$ cat src/mlqs_pkg.sv
// Shared types and constants for the multilevel queue scheduler.
package mlqs_pkg;

  typedef enum logic [1:0] {
    KIND_LOAD  = 2'd0,
    KIND_TICK  = 2'd1,
    KIND_CLEAR = 2'd2,
    KIND_NONE  = 2'd3
  } kind_e;

  typedef struct packed {
    logic [1:0]  kind;
    logic [15:0] arrival_time;
    logic [7:0]  burst_time;
    logic [1:0]  level;
  } req_t;

  typedef struct packed {
    logic [15:0] slot_time;
    logic [3:0]  job_index;
    logic        idle;
    logic        finished;
    logic        all_done;
  } rsp_t;

  localparam logic [7:0] QuantumReset = 8'd2;

endpackage

$ cat src/multilevel_queue_scheduler.sv
// Top level of the multilevel queue scheduler: job table, scan sequencer and result register.
//
// Usage: requests arrive on req_valid_i/req_ready_o with a req_t payload.
// A load request stores one job record (dropped when the table is full) and
// a clear request empties the table; neither gives a response. A tick
// request runs one time unit and gives one rsp_t on rsp_valid_o/rsp_ready_o.
// The user must write the quantum register on cfg_valid_i/cfg_ready_o only while idle;
// the block does not enforce it. A load or clear leaves the sequencer idle, so they can
// follow back to back. With J jobs loaded, the table is walked one entry a cycle by a
// single comparator, in separate walks: once to admit level-one jobs, once to pick the
// winning level and level-two or level-three candidate, once to test whether all jobs are
// done, and once more after a slice ends to admit again. The response of a
// tick is written to the output register in the last state, and a new
// request is taken only once the sequencer is back in idle.
// After reset the table is empty, time is zero and the quantum is 2.
// A response waits in its output register while the receiver stalls; the
// next request is still taken and worked, but its response holds the
// sequencer until the output register is free.
module multilevel_queue_scheduler #(
  parameter int MAX_JOBS = 16
) (
  input  logic                clk_i,
  input  logic                rst_ni,
  input  logic                req_valid_i,
  output logic                req_ready_o,
  input  mlqs_pkg::req_t      req_i,
  output logic                rsp_valid_o,
  input  logic                rsp_ready_i,
  output mlqs_pkg::rsp_t      rsp_o,
  input  logic                cfg_valid_i,
  output logic                cfg_ready_o,
  input  logic [7:0]          cfg_data_i
);

  localparam int IW = (MAX_JOBS > 1) ? $clog2(MAX_JOBS) : 1;
  localparam int CW = $clog2(MAX_JOBS + 1);

  localparam logic [3:0] S_IDLE  = 4'd0;
  localparam logic [3:0] S_ADM   = 4'd1;
  localparam logic [3:0] S_SCAN  = 4'd2;
  localparam logic [3:0] S_PICK  = 4'd3;
  localparam logic [3:0] S_RUN   = 4'd4;
  localparam logic [3:0] S_ADM2  = 4'd5;
  localparam logic [3:0] S_PUSH  = 4'd6;
  localparam logic [3:0] S_DONE  = 4'd7;
  localparam logic [3:0] S_OUT   = 4'd8;

  logic [3:0]    state_q, state_d;
  logic [15:0]   arr_q [MAX_JOBS];
  logic [7:0]    rem_q [MAX_JOBS];
  logic [1:0]    lvl_q [MAX_JOBS];
  logic [MAX_JOBS-1:0] queued_q;
  logic [IW-1:0] rrq_q [MAX_JOBS];
  logic [IW-1:0] head_q, tail_q;
  logic [CW-1:0] cnt_q, jobs_q;
  logic          act_q;
  logic [IW-1:0] rrjob_q;
  logic [7:0]    slice_q;
  logic [15:0]   now_q;
  logic [7:0]    quantum_q;
  logic [CW-1:0] idx_q;
  logic [1:0]    lvl_best_q;
  logic [7:0]    best2_q;
  logic [IW-1:0] sel2_q, sel3_q;
  logic          has2_q, has3_q;
  logic [IW-1:0] sel_q;
  logic          ran_q, fin_q, rrlvl_q, all_q;
  logic          rsp_valid_q;
  mlqs_pkg::rsp_t rsp_q;

  logic [IW-1:0] ix;
  logic          elig;
  logic [7:0]    rem_dec;

  assign ix      = idx_q[IW-1:0];
  assign elig    = (rem_q[ix] != 8'd0) && (arr_q[ix] <= now_q);
  assign rem_dec = rem_q[sel_q] - 8'd1;

  assign req_ready_o = (state_q == S_IDLE);
  assign cfg_ready_o = 1'b1;
  assign rsp_valid_o = rsp_valid_q;
  assign rsp_o       = rsp_q;

  function automatic logic [IW-1:0] wrap_inc(input logic [IW-1:0] v);
    wrap_inc = (32'(v) + 1 >= MAX_JOBS) ? '0 : IW'(32'(v) + 1);
  endfunction

  always_comb begin
    state_d = state_q;
    unique case (state_q)
      S_IDLE: if (req_valid_i && req_ready_o) begin
        state_d = (req_i.kind == mlqs_pkg::KIND_TICK) ? S_ADM : S_IDLE;
      end
      S_ADM:  if (idx_q >= jobs_q) state_d = S_SCAN;
      S_SCAN: if (idx_q >= jobs_q) state_d = S_PICK;
      S_PICK: state_d = S_RUN;
      S_RUN:  state_d = S_PUSH;
      S_PUSH: state_d = S_DONE;
      S_ADM2: if (idx_q >= jobs_q) state_d = S_PUSH;
      S_DONE: if (idx_q >= jobs_q) state_d = S_OUT;
      S_OUT:  if (!rsp_valid_q || rsp_ready_i) state_d = S_IDLE;
      default: state_d = S_IDLE;
    endcase
    // After a round robin slice expires, admit new arrivals before requeueing.
    if (state_q == S_RUN && ran_q && rrlvl_q && rem_dec != 8'd0 && slice_q <= 8'd1) begin
      state_d = S_ADM2;
    end
    if (state_q == S_PUSH && !(ran_q && rrlvl_q && !fin_q && slice_q == 8'd0)) begin
      state_d = S_DONE;
    end
  end

  always_ff @(posedge clk_i or negedge rst_ni) begin
    if (!rst_ni) begin
      state_q <= S_IDLE;
      queued_q <= '0;
      head_q <= '0;
      tail_q <= '0;
      cnt_q <= '0;
      jobs_q <= '0;
      act_q <= 1'b0;
      rrjob_q <= '0;
      slice_q <= '0;
      now_q <= '0;
      quantum_q <= mlqs_pkg::QuantumReset;
      idx_q <= '0;
      rrlvl_q <= 1'b0;
      rsp_valid_q <= 1'b0;
    end else begin
      state_q <= state_d;
      if (cfg_valid_i) quantum_q <= cfg_data_i;
      if (state_q == S_OUT && (!rsp_valid_q || rsp_ready_i)) rsp_valid_q <= 1'b1;
      else if (rsp_ready_i) rsp_valid_q <= 1'b0;
      unique case (state_q)
        S_IDLE: begin
          idx_q <= '0;
          if (req_valid_i && req_ready_o) begin
            if (req_i.kind == mlqs_pkg::KIND_LOAD) begin
              if (32'(jobs_q) < MAX_JOBS) begin
                queued_q[jobs_q[IW-1:0]] <= 1'b0;
                jobs_q <= jobs_q + 1'b1;
              end
            end else if (req_i.kind == mlqs_pkg::KIND_CLEAR) begin
              queued_q <= '0;
              head_q <= '0;
              tail_q <= '0;
              cnt_q <= '0;
              act_q <= 1'b0;
              rrjob_q <= '0;
              slice_q <= '0;
              jobs_q <= '0;
            end
          end
        end
        S_ADM, S_ADM2: begin
          if (idx_q < jobs_q) begin
            idx_q <= idx_q + 1'b1;
            if (lvl_q[ix] == 2'd1 && !queued_q[ix] && elig && 32'(cnt_q) < MAX_JOBS) begin
              tail_q <= wrap_inc(tail_q);
              cnt_q <= cnt_q + 1'b1;
              queued_q[ix] <= 1'b1;
            end
          end else begin
            idx_q <= '0;
          end
        end
        S_SCAN: begin
          if (idx_q < jobs_q) idx_q <= idx_q + 1'b1;
          else idx_q <= '0;
        end
        S_PICK: begin
          if (act_q || lvl_best_q == 2'd1) begin
            rrlvl_q <= 1'b1;
            if (!act_q && cnt_q != '0) begin
              rrjob_q <= rrq_q[head_q];
              head_q <= wrap_inc(head_q);
              cnt_q <= cnt_q - 1'b1;
              act_q <= 1'b1;
              slice_q <= (quantum_q == 8'd0) ? 8'd1 : quantum_q;
            end
          end else begin
            rrlvl_q <= 1'b0;
          end
        end
        S_RUN: begin
          if (ran_q) begin
            if (rrlvl_q) begin
              if (slice_q != 8'd0) slice_q <= slice_q - 8'd1;
              if (rem_dec == 8'd0) act_q <= 1'b0;
            end
          end
          if (now_q != 16'hFFFF) now_q <= now_q + 16'd1;
          idx_q <= '0;
        end
        S_PUSH: begin
          if (ran_q && rrlvl_q && !fin_q && slice_q == 8'd0) begin
            if (32'(cnt_q) < MAX_JOBS) begin
              tail_q <= wrap_inc(tail_q);
              cnt_q <= cnt_q + 1'b1;
            end
            act_q <= 1'b0;
          end
          idx_q <= '0;
        end
        S_DONE: begin
          if (idx_q < jobs_q) idx_q <= idx_q + 1'b1;
          else idx_q <= '0;
        end
        default: ;
      endcase
    end
  end

  // Datapath registers without reset: table contents, scan accumulators and the response register.
  always_ff @(posedge clk_i) begin
    if (state_q == S_IDLE && req_valid_i && req_ready_o &&
        req_i.kind == mlqs_pkg::KIND_LOAD && 32'(jobs_q) < MAX_JOBS) begin
      arr_q[jobs_q[IW-1:0]] <= req_i.arrival_time;
      rem_q[jobs_q[IW-1:0]] <= req_i.burst_time;
      lvl_q[jobs_q[IW-1:0]] <= (req_i.level == 2'd0) ? 2'd1 : req_i.level;
    end
    if ((state_q == S_ADM || state_q == S_ADM2) && idx_q < jobs_q &&
        lvl_q[ix] == 2'd1 && !queued_q[ix] && elig && 32'(cnt_q) < MAX_JOBS) begin
      rrq_q[tail_q] <= ix;
    end
    if (state_q == S_PUSH && ran_q && rrlvl_q && !fin_q && slice_q == 8'd0 &&
        32'(cnt_q) < MAX_JOBS) begin
      rrq_q[tail_q] <= rrjob_q;
    end
    if (state_q == S_ADM && idx_q >= jobs_q) begin
      lvl_best_q <= 2'd0;
      best2_q <= 8'hFF;
      has2_q <= 1'b0;
      has3_q <= 1'b0;
      sel2_q <= '0;
      sel3_q <= '0;
    end
    if (state_q == S_SCAN && idx_q < jobs_q && elig) begin
      if (lvl_best_q == 2'd0 || lvl_q[ix] < lvl_best_q) lvl_best_q <= lvl_q[ix];
      if (lvl_q[ix] == 2'd2 && (!has2_q || rem_q[ix] < best2_q)) begin
        best2_q <= rem_q[ix];
        sel2_q <= ix;
        has2_q <= 1'b1;
      end
      if (lvl_q[ix] == 2'd3 && !has3_q) begin
        sel3_q <= ix;
        has3_q <= 1'b1;
      end
    end
    if (state_q == S_PICK) begin
      if (act_q || lvl_best_q == 2'd1) begin
        if (act_q) begin
          sel_q <= rrjob_q;
          ran_q <= rem_q[rrjob_q] != 8'd0;
        end else begin
          sel_q <= rrq_q[head_q];
          ran_q <= (cnt_q != '0) && rem_q[rrq_q[head_q]] != 8'd0;
        end
      end else if (lvl_best_q == 2'd2) begin
        sel_q <= sel2_q;
        ran_q <= has2_q;
      end else if (lvl_best_q == 2'd3) begin
        sel_q <= sel3_q;
        ran_q <= has3_q;
      end else begin
        sel_q <= '0;
        ran_q <= 1'b0;
      end
    end
    if (state_q == S_RUN) begin
      fin_q <= ran_q && rem_dec == 8'd0;
      if (ran_q) rem_q[sel_q] <= rem_dec;
      all_q <= 1'b1;
    end
    if (state_q == S_DONE && idx_q < jobs_q && rem_q[ix] != 8'd0) all_q <= 1'b0;
    if (state_q == S_OUT && (!rsp_valid_q || rsp_ready_i)) begin
      rsp_q.slot_time <= now_q;
      rsp_q.job_index <= ran_q ? 4'(sel_q) : 4'd0;
      rsp_q.idle      <= !ran_q;
      rsp_q.finished  <= fin_q;
      rsp_q.all_done  <= all_q;
    end
  end

endmodule

$ cat config.mk
export PLATFORM = sky130hd
export DESIGN_NAME = multilevel_queue_scheduler
export DESIGN_NICKNAME = d
export VERILOG_FILES = /design/src/mlqs_pkg.sv /design/src/multilevel_queue_scheduler.sv
export SDC_FILE = /design/constraint.sdc
export NUM_CORES = 1
export LEC_CHECK = 0
export BUFFER_PORTS_ARGS = -buffer_cell sky130_fd_sc_hd__buf_2
export CAP_MARGIN = 20
export CORE_MARGIN = 2
export CORE_UTILIZATION = 50
export CTS_BUF_LIST = sky130_fd_sc_hd__clkbuf_16
export DETAILED_ROUTE_END_ITERATION = 8
export PLACE_DENSITY = 0.76
export SETUP_SLACK_MARGIN = 0.4
export SLEW_MARGIN = 20
export SYNTH_ARGS = -nofsm -noshare
export SYNTH_HDL_FRONTEND = slang
export SYNTH_SLANG_ARGS = --single-unit
$ cat constraint.sdc
create_clock -name clk_i -period 9.6 [get_ports clk_i]
set_clock_uncertainty 0.1 [all_clocks]
set_input_delay 0.48 -clock clk_i [delete_from_list [all_inputs] [get_ports clk_i]]
set_output_delay 0.48 -clock clk_i [all_outputs]
set_load 0.02 [all_outputs]
==> metrics.cfg <==
[power_and_ir_drop]
comb_power_share_pct = 1.0
switching_share_pct = 20.16
internal_power_w = 0.004454
p_per_area_nw_per_um2 = 179.2
clkPwrFrac_pct = 47.1
switchingPower_w = 0.001125
p_leak_nw = 10.66
ir_drop_mv = 0.1663
power.total_w = 0.005579
seqPwrFrac_pct = 51.9

[drt]
vias = 16520
drtIter0Drc = 2107
wl_per_cell_um = 26.63
antenna_left = 0
vias_per_cell = 6.483
drc = 0
wl_mm = 67.85
first_pass_iters = 5

[synthesis]
ys_types = 78
synth.area.top_cells = edfxtp_1, mux4_2, dfrtp_1
yosysSeqAreaShare_pct = 64.51
async_flop_share_pct = 13.31
synth_top_area_share_pct = 55.28
synth-seq-cells = 616
yosys_warnings = 0
synth_area_sq_um = 27650
syn_area_per_cell_sq_um = 16.28
syn-num-nets = 1791
synth_edf_count = 509
netlist_instances = 1699
synth_top_flop_cell = edfxtp_1
synth_area_leader_cell = edfxtp_1

[grt]
grt_max_degree = 79
grt_antenna_before_repair = 6
grt_pass1_vias = 16820
grt_pass1_wl_mm = 103.5
overflow = 0
track_usage_pct = 24.16

[worst_setup_path]
required_ns = 9.99
worstReg2RegEnd = sel2_q[3]
worstPathMaxFanout = 73
critPathMaxStageDelay_ns = 1.13
start_kind = register
cpMostUsedCell = mux4_2
reg2reg_depth = 11
crit_path_end_kind = register
regToRegSetupSlack_ns = 3.52
crit_chain = buf_4 -> mux4_2 -> mux4_2 -> ha_1 -> o21ai_0 -> a211oi_1 -> o31a_1 -> o21a_1 -> or3_4 -> a2111oi_4 -> mux2_2
arrival_ns = 6.47
crit_path_start = idx_q[1]
r2r-start = idx_q[1]
path_class = register to register
critPathSlowestCell = dfrtp_4

[floorplanning]
io_pins = 67
num_rows = 86
die_w_um = 239.2
die_area_sq_um = 57200
initial_core_util_pct = 50.39
die_h_um = 239.2
coreArea_sq_um = 54880

[place]
gp_congestion = 0.9661
port-buffer-count = 65
placed_area_sq_um = 28770
placed_cells_incl_taps = 2419
place_ws_ns = 3.531
place_hpwl_mm = 42.95

[timing]
fin_ws_ns = 3.521
rsz0062_at_grt = no
relSlewSlack_pct = 24.38
hold_viol = 0
period_share_pct = 63.32
fmax_mhz = 164.5
tightest_slew_ns = 1.134
setup-violations-final = 0
tns_ns = 0
post-route-min-period_ns = 6.079
slew_violations = 0

[final_layout]
nets = 1883
drive_gt1_share_pct = 23.82
n_fill_cell = 4054
finalNonFillerCells = 2548
area_delta_synth_final_pct = 12.57
fin_area_sq_um = 31130

[cts]
cts_made_buffers = 66
clock_path_buffers = 3
clock_latency_ns = 0.62
cts_tree = done
post-cts-setup-buffers = 0
cts_root_buf = clkbuf_16
cts_sinks = 616
h-tree-depth = 3
clkTransAtPathRegs_ns = 0.06
hold_buffers = 8
cts_resized = 0

[worst_hold_path]
hp-start = cfg_data_i[5]
whs_path_depth = 2
min_path_type = primary input to register
min_to = quantum_q[5]

[flow_run]
max-cap-violations = 0

[run_status]
status = finished, final reports clean

==> per-layer routing <==
layer | global-route usage [%] | vias up | part of all wire [%] | routed length, um
li1 | - | 6980 | - | -
met1 | 32.52 | 8371 | 38 | 26060
met2 | 39.33 | 977 | 49 | 32960
met3 | 4.538 | 181 | 9.5 | 6462
met4 | 9.280 | 10 | 3.4 | 2305
met5 | 0 | - | 0.084 | 57
==> cells by family (layout without fill, tap and decap cells) <==
group,count (synthesis),count (layout),synth area share (%)
multiplexers,249,249,17.82
AO/OA/AOI/OAI,233,233,5.339
other,1,2,0.01356
adder cells (fa/ha/maj),51,51,2.335
AND/OR/NAND/NOR,383,383,6.824
buffers and inverters,138,282,2.271
flip-flops,616,616,64.51
XOR/XNOR,28,28,0.8869
==> critical path, delay by kind of cell (launching register included) <==
kind,cells,cell delay [ns]
AOI/OAI and AO/OA,5,1.88
muxes,3,1.33
and+or+nand+nor,1,0.43
buffers and inverters,1,0.66
DFF,1,1.13
adders and majority gates,1,0.32
==> power by group through the flow <==
stage          combinational (W)  sequential [W]  clock (W)
2_1_floorplan          0.0000143         0.00295          0
4_1_cts                0.0000563         0.00289    0.00265
6_report               0.0000567         0.00289    0.00263
5_1_grt                0.0000628         0.00289    0.00276
3_3_place_gp           0.0000501         0.00295          0
3_5_place_dp           0.0000535         0.00295          0
==> worst max-delay path by stage <==
stage | endpoint | slack, ns | cells past startpoint
3_5_place_dp | best2_q[7] | 3.53 | 12
5_1_grt | sel2_q[3] | 3.21 | 12
3_3_place_gp | sel2_q[2] | 3.56 | 12
4_1_cts | best2_q[7] | 3.46 | 12
6_report | sel2_q[3] | 3.52 | 11
2_1_floorplan | best2_q[1] | 3.99 | 17
==> cell usage in the layout (no fill, tap or decap), types with 5 or more instances in the layout <==
cell	count
xnor2_1	22
edfxtp_1	509
dfxtp_1	24
nand3_1	20
mux4_1	6
mux2_2	21
a211oi_1	7
a221oi_1	5
nand2_1	111
nor3_2	6
clkinv_2	12
clkbuf_16	68
a22oi_1	11
o31ai_1	6
ha_1	50
and2_1	8
bufinv_16	9
nand2b_1	9
dfrtp_1	76
and3_1	17
o22ai_1	5
mux2_1	7
nor2_2	8
mux4_2	184
nor2b_1	19
a21o_1	11
clkinv_1	9
mux2i_1	31
nor2_1	84
buf_2	64
nor3_1	15
a21oi_1	63
o21ai_0	81
dlygate4sd3_1	8
buf_4	32
inv_1	68
xor2_1	6
nor4_1	42
nand4_1	15
==> metrics by stage <==
step / hold slack [ns] / utilization, %
finish: 0.02850 / 56.72
global route: 0.01265 / 56.72
CTS: 0.007311 / 56.70
detailed placement: 0.1878 / 52.42
global placement: 0.1840 / 52.42
floorplan: 0.08441 / -
==> flip-flops by register name, summed over array words and instances, names as in the netlist, 2 cells and up, named ones only <==
register,cells
lvl_best_q,2
now_q,16
queued_q,16
sel3_q,4
state_q,4
rem_q,128
slice_q,8
jobs_q,5
arr_q,256
sel_q,4
cnt_q,5
rrjob_q,4
best2_q,8
lvl_q,32
rrq_q,64
tail_q,4
quantum_q,8
head_q,4
rsp_o,23
sel2_q,4
idx_q,5
==> cells in the mapped netlist, types with 5 or more instances <==
cell type	number
nor2_1	96
nand4_1	15
buf_2	8
a22oi_1	11
and2_1	8
clkbuf_1	43
xor2_1	6
nor3_1	19
dfxtp_1	25
o31ai_1	6
mux4_1	6
nor4_1	42
o21ai_0	81
a21o_1	11
a211oi_1	7
nor2b_1	19
a221oi_1	5
nand2_1	111
o22ai_1	5
inv_1	54
edfxtp_1	509
mux2i_1	31
mux2_1	7
mux4_2	184
xnor2_1	22
and3_1	17
mux2_2	21
buf_4	10
nand2b_1	9
buf_1	14
a21oi_1	63
nand3_1	20
ha_1	50
dfrtp_1	81
==> cell type report <==
class | count | area, sq um | share of cell area, %
clock inverters | 52 | 564.3 | 1.813
diodes | 1 | 2.502 | 0.008039
multi-input cells | 945 | 9261 | 29.75
flip-flops and latches | 616 | 17850 | 57.35
clock buffers | 68 | 1702 | 5.467
well taps | 704 | 880.8 | 2.830
repair buffers | 105 | 651.9 | 2.094
inverters | 57 | 214.0 | 0.6874
(Power assumes the default switching activity.)
